### src/rtl/rgs_pkg.sv
// Shared types and constants of the release gain scaler.
package rgs_pkg;

  localparam logic [1:0] REG_SAMPLE_RATE   = 2'd0;
  localparam logic [1:0] REG_SCALED_ENABLE = 2'd1;
  localparam logic [1:0] REG_RELEASE_LIMIT = 2'd2;

  localparam logic [7:0]  KEY_DEFAULT = 8'd60;
  localparam logic [7:0]  KEY_TOP     = 8'd133;
  localparam logic [7:0]  KEY_HIGH    = 8'd96;
  localparam logic [7:0]  KEY_LOW     = 8'd24;
  localparam logic [10:0] ATTACK_LONG  = 11'd2000;
  localparam logic [10:0] ATTACK_SHORT = 11'd200;
  localparam logic [10:0] ATTACK_STEP  = 11'd25;
  localparam logic [8:0]  REV_MIN    = 9'd100;
  localparam logic [8:0]  REV_MAX    = 9'd350;
  localparam logic [5:0]  REV_OFFSET = 6'd40;
  localparam logic [12:0] DECAY_SCALE = 13'd6000;
  localparam logic [9:0]  MS_SCALE    = 10'd1000;
  localparam logic [5:0]  TAIL_SCALE  = 6'd60;

  // One classified release event on its way from the front to the back.
  typedef struct packed {
    logic [31:0]       held;
    logic [15:0]       trunc;
    logic [23:0]       frames;
    logic [17:0]       trate;
    logic              trate_zero;
    logic [17:0]       sr;
    logic [19:0]       base;
    logic [19:0]       vol;
    logic signed [7:0] grp;
    logic              trem;
    logic              none;
    logic [10:0]       a4;
  } item_t;

  typedef struct packed {
    logic full;
    logic empty;
  } q_stat_t;

endpackage

### src/rtl/rgs_queue.sv
// Two-entry queue between the front end and the arithmetic back end.
module rgs_queue (
  input  logic             clk,
  input  logic             rst,
  input  logic             push,
  input  rgs_pkg::item_t   wr_item,
  input  logic             pop,
  output rgs_pkg::item_t   rd_item,
  output rgs_pkg::q_stat_t stat
);

  rgs_pkg::item_t mem [2];
  logic           wr_ptr;
  logic           rd_ptr;
  logic [1:0]     count;
  logic           do_push;
  logic           do_pop;

  assign do_push    = push && !stat.full;
  assign do_pop     = pop && !stat.empty;
  assign stat.full  = count == 2'd2;
  assign stat.empty = count == 2'd0;
  assign rd_item    = mem[rd_ptr];

  always_ff @(posedge clk) begin
    if (rst) begin
      wr_ptr <= 1'b0;
      rd_ptr <= 1'b0;
      count  <= 2'd0;
    end else begin
      if (do_push) begin
        wr_ptr <= !wr_ptr;
      end
      if (do_pop) begin
        rd_ptr <= !rd_ptr;
      end
      count <= count + {1'b0, do_push} - {1'b0, do_pop};
    end
    if (do_push) begin
      mem[wr_ptr] <= wr_item;
    end
  end

  assert property (@(posedge clk) disable iff (rst) count != 2'd3)
    else $error("queue count out of range");
  assert property (@(posedge clk) disable iff (rst)
    stat.empty && !push |=> stat.empty)
    else $error("queue filled without a push");
  assert property (@(posedge clk) disable iff (rst)
    push && !pop && !stat.full |=> !stat.empty)
    else $error("pushed beat lost");

endmodule

### config.mk
export PLATFORM = sky130hd
export DESIGN_NAME = rgs_queue
export DESIGN_NICKNAME = d
export VERILOG_FILES = /design/src/rtl/rgs_pkg.sv /design/src/rtl/rgs_queue.sv
export SDC_FILE = /design/constraint.sdc
export NUM_CORES = 1
export LEC_CHECK = 0
export BUFFER_PORTS_ARGS = -buffer_cell sky130_fd_sc_hd__buf_4
export CAP_MARGIN = 20
export CORE_ASPECT_RATIO = 1.4
export CORE_MARGIN = 4
export CORE_UTILIZATION = 45
export CTS_BUF_LIST = sky130_fd_sc_hd__clkbuf_4
export CTS_CLUSTER_SIZE = 8
export DETAILED_ROUTE_END_ITERATION = 10
export PLACE_DENSITY = 0.77
export SLEW_MARGIN = 20
export SYNTH_ARGS = -nofsm -noshare
export SYNTH_HDL_FRONTEND = slang
export SYNTH_SLANG_ARGS = --single-unit
### constraint.sdc
create_clock -name clk -period 14.8 [get_ports clk]
set_input_delay 2.96 -clock clk [delete_from_list [all_inputs] [get_ports clk]]
set_output_delay 2.96 -clock clk [all_outputs]
set_load 0.05 [all_outputs]
==> Word level (Yosys, flattened, before mapping) <==
Memory sizes are Yosys's and may differ from the RTL's. A register that Yosys moved wholly into a read port is not among the register bits.
Cells that the tools add are included.
{ "totals": {"ram_bits": 340, "word_cells": 18, "mem_count": 1, "reg_bits": 4, "in_bits": 174} }
{ "mem_list": {"columns": ["name", "depth", "width", "rd", "rd_ports_with_merged_regs", "write_ports", "line", "rtl"], "rows": [
  ["mem", 2, 170, 1, 1, 1, "rgs_queue.sv:12", "rgs_pkg::item_t mem [2];"]
]} }
{ "classes": {"reduce_logical": 7, "addsub": 2, "n_mux": 4, "n_eq_ne": 1} }
{ "op_table": {"columns": ["operator", "count"], "rows": [
  ["$logic_not 1->1", 4],
  ["$mux 1", 4],
  ["$add 2x1->2", 1],
  ["$eq 2x2->1 const B", 1],
  ["$logic_and 1x1->1", 2],
  ["$logic_not 2->1", 1],
  ["$sub 2x1->2", 1]
]} }

==> Depth between registers and ports, before layout <==
{ "depth": {"word_depth": 5, "ltp_mapped": 8} }

==> Worst setup path before layout <==
OpenSTA, ideal clock, no wires.
{ "synth_timing": {"path_type": "input-to-reg", "from": "input push", "to": "memory mem[1][0] (netlist name), enable pin", "path_stages": 1, "n_path_buf": 0, "setup_time_ns": 0.552, "setup_slack_ns": 7.345, "t_required_ns": 14.248, "arrival_ns": 6.903, "cell_sequence": "and3_1"} }
{ "synth_via": {"elab_chain_len": 3} }
{ "synth_rtl": {"columns": ["item", "line", "rtl"], "rows": [
  ["start: declaration", "rgs_queue.sv:5", "input logic push,"],
  ["$logic_and 1x1->1", "rgs_queue.sv:19", "assign do_push = push && !stat.full;"],
  ["$mux 1", "rgs_queue.sv:39", "if (do_push) begin"],
  ["$mux 1 (not written as such)", "rgs_queue.sv:40", "mem[wr_ptr] <= wr_item;"],
  ["end: declaration", "rgs_queue.sv:12", null]
]} }
No other way between the ends.

==> reports/qor.yml <==
power_leakage_nw: 6.56
critPathMaxFanout: 71
firstDrtPassIters: 4
fin_skew_ps: 19.6
postCtsSetupRepairBufs: 0
fin_tns_setup_ps: 0
ys_ff_latch: 345
synth_flop_cell: "edfxtp_1"
clk_path_buf_depth: 3
clk_latency_ps: 660
final_util: 0.595
synthArstFlopShare: 0
synth.distinct_cells: 21
place.gp.congestion: 0.716
critPathRequiredTime_ps: 11840
drc_errors: 0
multi_input_area_mm2: 0.00241
setup_viol: 0
layout-drive-gt1-share: 0.635
grt_max_degree: 89
status: "finished, final reports clean"
cts_tree: "done"
gr-total-overflow: 0
syn-num-nets: 732
htreeDepth: 3
path_clk_slew_ps: 60
slew-limit-headroom: 0.269
layout_worst_path_cycle_share: 0.411
synth_warnings: 0
fmax_mhz: 164
worst_r2r_path_depth: 5
io_buffer_count: 345
worstSetupStartpointType: "flip-flop"
drt_iter0_drc: 248
yosysMostFrequentCell: "edfxtp_1"
num-fill-cells: 2203
drt_wl_total_um: 25600
worstSetupPathType: "reg -> out"
grt_pass1_wl_um: 37600
start_util: 0.456
numCtsBuffers: 79
via_count: 6667
die-area_mm2: 0.0315
yosys.area.top_type: "edfxtp_1"
dp.cells: 1262
wl_per_cell_um: 18.2
fp-row-count: 73
final_nets: 1144
seq_area_mm2: 0.0103
dp_hpwl_um: 17300
die_x_um: 151
cts_hold_buf: 0
power_density_mw_per_mm2: 201
synth_top_area_share: 0.791
worst_setup_path_end_kind: "output port"
syn_area_mm2: 0.0129
report.final.slew_viol_count: 0
place_ws_ps: 9170
hold_path_class: "reg -> reg"
cts_sinks: 345
antenna_found_initial: 3
synthTopCellsByArea: "edfxtp_1, mux2_4, mux2_2"
cts.repair.resized: 0
post_layout_nonfiller_instances: 1403
coreArea_mm2: 0.0283
grt_pass1_vias: 7342
hold_depth: 2
finalHoldViolCount: 0
die_y_um: 208
max-vdd-ir-drop_v: 0.000148
grt_use_total: 0.157
drv_cap: 0
ys_seq_area_frac: 0.799
layout_setup_ws_ps: 8710
ant_nets: 0
period_needed_ps: 6090
ys_top_cells_by_count: "edfxtp_1, mux2_4, mux2_2, buf_6, buf_2"
syn_area_per_cell_um2: 23.2
whs_ps: 527
syn2layout_area_growth_pct: 30.6
root_buffer: "clkbuf_4"
arrival_ps: 3130
synth_edf_count: 340
tightestPinTransition_ps: 1100
synthCells: 556
ioPinCount: 346
viasPerCell: 4.75
rsz0062_at_grt: "no"
[cells in the final DEF, fill, tap and decap left out]
master	n
buf_4	348
mux2_4	100
buf_6	2
dfxtp_1	4
and2_1	1
inv_2	3
inv_6	1
clkinv_2	4
diode_2	2
dfxtp_4	1
o21a_1	1
bufinv_16	1
and3_4	1
ha_1	2
mux2_2	70
inv_1	3
nor2b_1	1
nand2b_2	1
nor2_1	4
nor3_1	1
o21ai_0	1
edfxtp_1	340
xnor2_1	1
or3_1	1
a21oi_1	1
nand2_1	1
clkbuf_4	119
clkinv_1	12
xor2_1	1
[layout make-up]
cell class | instances | share of cell area
multi-input combinational | 188 | 0.143
inverter | 4 | 0.00119
clock inverter | 20 | 0.00631
timing repair buffer | 350 | 0.156
tap | 375 | 0.0278
antenna | 2 | 0.000297
sequential | 345 | 0.612
clock buffer | 119 | 0.0530
[flip-flops by register name, summed over array words and instances, names as in the netlist, named ones only]
register  flops
rd_ptr        1
wr_ptr        1
mem         340
count         2
[worst max-delay path, stage by stage (launching register included)]
cell     delay (ps)
dfxtp_4         840
buf_4           880
mux2_2          430
buf_4           190
[worst paths after layout]
check | from | endpoint | slack (ps)
worst max-delay path | flip-flop | rd_item[35] | 8710
worst min-delay path | rd_ptr | rd_ptr | 530
worst min register to register | rd_ptr | rd_ptr | 530
worst max register to register | count[0] | mem[0][80] | 12040
[per-layer routing]
layer  routed length [um]  up-vias  track usage
met5                   11        -            0
met4                  772        2       0.0717
met3                 2440       50       0.0682
met2                13900      285        0.287
met1                 8430     3239        0.147
li1                     -     3091            -
[metrics by stage]
stage	power [mW]	instance area, um^2
floorplan	2.36	12900
global placement	2.69	15800
detailed placement	2.71	15800
CTS	3.44	16800
global route	3.55	16900
finish	3.39	16900
[where the power goes]
part / internal, mW / leakage, nW / switching [mW]
sequential: 1.25 / 3.22 / 0.0541
clock: 0.385 / 0.609 / 0.336
combinational: 0.481 / 2.74 / 0.889
[kinds of logic after synthesis]
group	Yosys count	share of synthesized area
and+or+nand+nor	11	0.00446
muxes	170	0.177
buffers and inverters	23	0.0144
AOI/OAI and AO/OA	3	0.00136
xor gates and xnor gates	2	0.00136
adders and majority gates	2	0.00194
DFF	345	0.799
No activity file was read; power rests on OpenSTA's default activity.
