$ cat config.mk
export PLATFORM = sky130hd
export DESIGN_NAME = rgs_front
export DESIGN_NICKNAME = d
export VERILOG_FILES = /design/src/rtl/rgs_pkg.sv /design/src/rtl/rgs_front.sv
export SDC_FILE = /design/constraint.sdc
export NUM_CORES = 1
export LEC_CHECK = 0
export ABC_AREA = 0
export BUFFER_PORTS_ARGS = -buffer_cell sky130_fd_sc_hd__buf_2
export CAP_MARGIN = 10
export CORE_AREA = 3 3 130 132
export CTS_BUF_LIST = sky130_fd_sc_hd__clkbuf_4 sky130_fd_sc_hd__clkbuf_8 sky130_fd_sc_hd__clkbuf_16
export DETAILED_ROUTE_END_ITERATION = 7
export DIE_AREA = 0 0 133 135
export PLACE_DENSITY = 0.72
export SYNTH_ARGS = -nofsm -noshare
export SYNTH_HDL_FRONTEND = slang
export SYNTH_SLANG_ARGS = --single-unit
$ cat constraint.sdc
create_clock -name clk -period 8 [get_ports clk]
set_input_delay 0.8 -clock clk [delete_from_list [all_inputs] [get_ports clk]]
set_output_delay 0.8 -clock clk [all_outputs]
set_load 0.005 [all_outputs]
$ cat src/rtl/rgs_pkg.sv
// Shared types and constants of the release gain scaler.
package rgs_pkg;

  localparam logic [1:0] REG_SAMPLE_RATE   = 2'd0;
  localparam logic [1:0] REG_SCALED_ENABLE = 2'd1;
  localparam logic [1:0] REG_RELEASE_LIMIT = 2'd2;

  localparam logic [7:0]  KEY_DEFAULT = 8'd60;
  localparam logic [7:0]  KEY_TOP     = 8'd133;
  localparam logic [7:0]  KEY_HIGH    = 8'd96;
  localparam logic [7:0]  KEY_LOW     = 8'd24;
  localparam logic [10:0] ATTACK_LONG  = 11'd2000;
  localparam logic [10:0] ATTACK_SHORT = 11'd200;
  localparam logic [10:0] ATTACK_STEP  = 11'd25;
  localparam logic [8:0]  REV_MIN    = 9'd100;
  localparam logic [8:0]  REV_MAX    = 9'd350;
  localparam logic [5:0]  REV_OFFSET = 6'd40;
  localparam logic [12:0] DECAY_SCALE = 13'd6000;
  localparam logic [9:0]  MS_SCALE    = 10'd1000;
  localparam logic [5:0]  TAIL_SCALE  = 6'd60;

  // One classified release event on its way from the front to the back.
  typedef struct packed {
    logic [31:0]       held;
    logic [15:0]       trunc;
    logic [23:0]       frames;
    logic [17:0]       trate;
    logic              trate_zero;
    logic [17:0]       sr;
    logic [19:0]       base;
    logic [19:0]       vol;
    logic signed [7:0] grp;
    logic              trem;
    logic              none;
    logic [10:0]       a4;
  } item_t;

  typedef struct packed {
    logic full;
    logic empty;
  } q_stat_t;

endpackage

$ cat src/rtl/rgs_front.sv
// Front end: takes a release event and classifies it.
module rgs_front (
  input  logic              clk,
  input  logic              rst,
  input  logic              take,
  input  logic [17:0]       out_rate,
  input  logic [31:0]       held_samples,
  input  logic [7:0]        midi_key,
  input  logic [15:0]       truncation_ms,
  input  logic [23:0]       tail_frames,
  input  logic [17:0]       tail_rate,
  input  logic [19:0]       base_gain,
  input  logic [19:0]       chest_volume,
  input  logic signed [7:0] chest_group,
  output logic              item_valid,
  output rgs_pkg::item_t    item
);

  logic [7:0]     key_eff;
  logic [10:0]    a4;
  rgs_pkg::item_t item_next;

  always_comb begin
    key_eff = midi_key;
    if (midi_key > rgs_pkg::KEY_TOP || midi_key == 8'd0) begin
      key_eff = rgs_pkg::KEY_DEFAULT;
    end
    if (key_eff >= rgs_pkg::KEY_HIGH) begin
      a4 = rgs_pkg::ATTACK_SHORT;
    end else if (key_eff < rgs_pkg::KEY_LOW) begin
      a4 = rgs_pkg::ATTACK_LONG;
    end else begin
      a4 = rgs_pkg::ATTACK_LONG
           - rgs_pkg::ATTACK_STEP * {3'b0, key_eff - rgs_pkg::KEY_LOW};
    end
    item_next.held       = held_samples;
    item_next.trunc      = truncation_ms;
    item_next.frames     = tail_frames;
    item_next.trate      = tail_rate;
    item_next.trate_zero = tail_rate == 18'd0;
    item_next.sr         = (out_rate == 18'd0) ? 18'd1 : out_rate;
    item_next.base       = base_gain;
    item_next.vol        = chest_volume;
    item_next.grp        = chest_group;
    item_next.trem       = chest_group[7];
    item_next.none       = !chest_group[7] && chest_volume == 20'd0;
    item_next.a4         = a4;
  end

  always_ff @(posedge clk) begin
    if (rst) begin
      item_valid <= 1'b0;
    end else begin
      item_valid <= take;
    end
    if (take) begin
      item <= item_next;
    end
  end

endmodule

# After elaboration in Yosys (flattened, before gate mapping)
# Cells that the tools add are included.
# word_totals
wordCells	30
reg_bits	171
# op_classes
n_addsub	2
muxes	2
order_cmp	3
mul	1
reduce_logical	8
# ops
operator	count
$logic_not A18 Y1	2
$logic_not A20 Y1	1
$mul A5 B8 Y11 const A	1
$mux W11	1
$sub A11 B11 Y11 const A	1
$ge A8 B7 Y1 const B	1
$gt A8 B8 Y1 const B	1
$logic_not A8 Y1	1
$lt A8 B5 Y1 const B	1
$mux W8	1
$sub A8 B5 Y8 const B	1
$reduce_or A2 Y1	1
$logic_and A1 B1 Y1	1
$logic_not A1 Y1	1
$logic_or A1 B1 Y1	1

# Depth between registers and ports, before layout
# logic_depth
ltp_word	7
ltp_mapped	18
ltp_nobuf	18

# Least setup slack after synthesis
# OpenSTA, ideal clock, no wires.
# synth_path
path_type	input to register
start	input midi_key[4]
end	register item[10] (netlist name), data pin
path_stages	17
required_time_ps	7847
arrival_ps	4363
n_path_buf	0
setup_time_ps	153
path_slack_ps	3484
cell_sequence	nor4_4 a21oi_1 a21oi_1 nand2b_1 ha_1 or4_1 o22a_2 fa_1 inv_1 ha_1 inv_1 ha_1 nand2_1 o21ai_0 nand3_1 a21o_1 a31oi_1
# synth_via
elab_chain_len	7
word_cells_on_any_way	10
# synth_rtl
item	line	rtl
start, declared	rgs_front.sv:8	input logic [7:0] midi_key,
$gt A8 B8 Y1 or $logic_not A8 Y1 (tied branches)	rgs_front.sv:25	if (midi_key > rgs_pkg::KEY_TOP || midi_key == 8'd0) begin
$logic_or A1 B1 Y1	rgs_front.sv:25	
$mux W8 (*)	rgs_front.sv:25	
$sub A8 B5 Y8	rgs_front.sv:34	- rgs_pkg::ATTACK_STEP * {3'b0, key_eff - rgs_pkg::KEY_LOW};
$mul A5 B8 Y11	rgs_front.sv:34	
$sub A11 B11 Y11	rgs_front.sv:34	
$mux W11	rgs_front.sv:30	end else if (key_eff < rgs_pkg::KEY_LOW) begin
end signal, assigned	rgs_front.sv:57	item <= item_next;
end, declared	rgs_front.sv:16	output rgs_pkg::item_t item
# Every way passes the cells marked *; elsewhere a longest branch is shown, timed or not.
# A chain may end at the register's enable or synchronous reset.

# Worst setup path after layout
# layout_path
start	input midi_key[5]
end	register item[10] (netlist name), data pin
# Same word-level chain as after synthesis.

==> results.sh <==
export IMPL_gp_congestion=0.841
export IMPL_finalPower_mw=2.28
export IMPL_top_layer="met5"
export IMPL_rsz0062_at_grt="false"
export IMPL_cts_root_buffer="clkbuf_16"
export IMPL_drcViolationCount=0
export IMPL_die_x_um=133
export IMPL_fp_dieArea_um2=18000
export IMPL_hold_path_class="in2reg"
export IMPL_cts_tree="yes"
export IMPL_grt_pass1_wl_mm=25.3
export IMPL_grtUsageTotal_pct=19.2
export IMPL_setup_viol=0
export IMPL_min_path_cells=2
export IMPL_postCtsHoldBufs=0
export IMPL_hold_ws_ns=0.540
export IMPL_finalMaxSlewViolations=0
export IMPL_first_global_vias=4371
export IMPL_drive_above_1_share_pct=54.5
export IMPL_synth_area_per_cell_um2=18.6
export IMPL_synth_edf_count=169
export IMPL_start_util_pct=39.8
export IMPL_met2_wirelength_mm=9.69
export IMPL_post_place_ws_ns=2.89
export IMPL_wl_met1_mm=6.12
export IMPL_syn_nets=534
export IMPL_period_minus_slack_ns=4.72
export IMPL_dr_total_vias=4266
export IMPL_status="complete, no violations"
export IMPL_grt_max_degree=87
export IMPL_ios=338
export IMPL_grt_overflow=0
export IMPL_ctsResizeCount=0
export IMPL_areaGrowthSynthToFinish_pct=40.2
export IMPL_yosys_warnings=0
export IMPL_yosysMostFrequentCell="edfxtp_1"
export IMPL_synth_seq_cells=170
export IMPL_power_leakage_nw=3.83
export IMPL_power_density_nw_per_um2=259
export IMPL_cap_viol_max_count=0
export IMPL_worstPathArrival_ns=4.97
export IMPL_synth_area_top_cells="edfxtp_1, ha_1, fa_1"
export IMPL_antenna_found_initial=5
export IMPL_postCtsSetupBuffers=0
export IMPL_path_clk_slew_ns=0.06
export IMPL_finalSetupTns_ns=0
export IMPL_crit_required_ns=8.25
export IMPL_die_y_um=135
export IMPL_seq_area_frac_synth_pct=80.9
export IMPL_synth_cell_area_um2=6300
export IMPL_clk_path_buf_depth=2
export IMPL_wl_per_cell_um=19.7
export IMPL_ys_types=40
export IMPL_nets=872
export IMPL_core_um2=15800
export IMPL_htreeDepth=4
export IMPL_dp_cells=874
export IMPL_syn_inst=339
export IMPL_dp_hpwl_mm=14.0
export IMPL_cp_start_kind="input port"
export IMPL_worstPathMaxFanout=7
export IMPL_drt_initial_drc_count=259
export IMPL_yosysTopAreaCellShare_pct=80.6
export IMPL_final_cells=912
export IMPL_rows=46
export IMPL_numPortBuffers=337
export IMPL_wl_met3_mm=1.74
export IMPL_cts_sinks=170
export IMPL_cp_end_kind="register"
export IMPL_synth_async_sr_flop_share_pct=0
export IMPL_totalWireLength_mm=18.0
export IMPL_synth_area_leader_cell="edfxtp_1"
export IMPL_fmax_ghz=0.212
export IMPL_synth_common_cells="edfxtp_1, inv_1, ha_1"
export IMPL_layout_worst_path_cycle_share_pct=59.0
export IMPL_hold_viol=0
export IMPL_criticalPathCategory="in2reg"
export IMPL_slew_headroom_pct=28.1
export IMPL_antenna_left=0
export IMPL_synthFlopType="edfxtp_1"
export IMPL_cts_buffers=17
export IMPL_layout_setup_ws_ns=3.28
export IMPL_firstDrtPassIters=5
export IMPL_routed_via_density=4.68
export IMPL_worst_pin_slew_ns=1.08
export IMPL_ir_worst_vdd_uv=139
[layout by cell type, fill, tap and decap left out, types with 3 or more instances in the layout]
master,count
xor2_1,3
clkbuf_16,17
edfxtp_1,169
buf_2,336
nor3_1,3
clkinv_4,3
nand3_1,5
a21oi_1,8
nor4_1,11
ha_1,22
and2_1,3
xnor2_1,4
a31oi_1,3
inv_1,29
diode_2,6
fa_1,6
inv_8,3
bufinv_16,3
nand2_1,11
nand2b_1,4
or4_1,4
o21ai_0,4
nor2_1,7
[metrics by stage]
step / utilization [%] / instance area, µm²
after floorplan: - / 6300
after global placement: 51.8 / 8190
after detailed placement: 51.8 / 8190
after CTS: 55.7 / 8810
after global routing: 55.7 / 8820
final: 55.8 / 8830
[critical path: stages]
cell      delay, ns
buf_2          0.15
nor4_4         0.35
a21oi_1        0.18
a21oi_1        0.36
nand2b_1       0.18
ha_1           0.28
or4_1          0.42
o22a_2         0.27
fa_1           0.48
inv_1          0.04
ha_1           0.26
inv_1          0.04
ha_1           0.32
nand2_1        0.06
o21ai_0        0.28
nand3_1        0.15
a21o_1         0.18
a31oi_1        0.17
[where the power goes]
part	internal, mW	switching [mW]
Clock	0.504	0.349
Sequential	1.08	0.0222
Combinational	0.152	0.178
[area by class of cell]
class | instances | area (µm²)
Multi-Input combinational cell | 121 | 1020
Tap cell | 216 | 270
Fill cell | 1284 | 7000
Timing Repair Buffer | 338 | 1700
Clock buffer | 18 | 433
Inverter | 29 | 109
Antenna cell | 6 | 15.0
Sequential cell | 170 | 5090
Clock inverter | 14 | 188
[state kept, by name, summed over array words and instances (netlist names)]
name	count
item_valid	1
item	169
[cell families after synthesis]
kind of cell               count (synthesis)  share of synthesized area (%)
buffers and inverters                     48                           2.94
adders and majority gates                 28                           6.28
AOI/OAI and AO/OA                         26                           2.84
DFF                                      170                           80.9
and+or+nand+nor                           59                           5.72
xor gates and xnor gates                   8                           1.33
[metal layers]
layer | track usage [%] | vias to the layer above
li1 | - | 1957
met4 | 7.56 | 2
met2 | 34.8 | 202
met3 | 7.71 | 24
met1 | 19.7 | 2081
met5 | 0 | -
[path summary, 6_finish.rpt]
kind | start | to | slack (ns)
hold / removal | rst | item_valid | 0.54
setup / recovery | midi_key[5] | item[10] | 3.28
(Power assumes the default switching activity.)
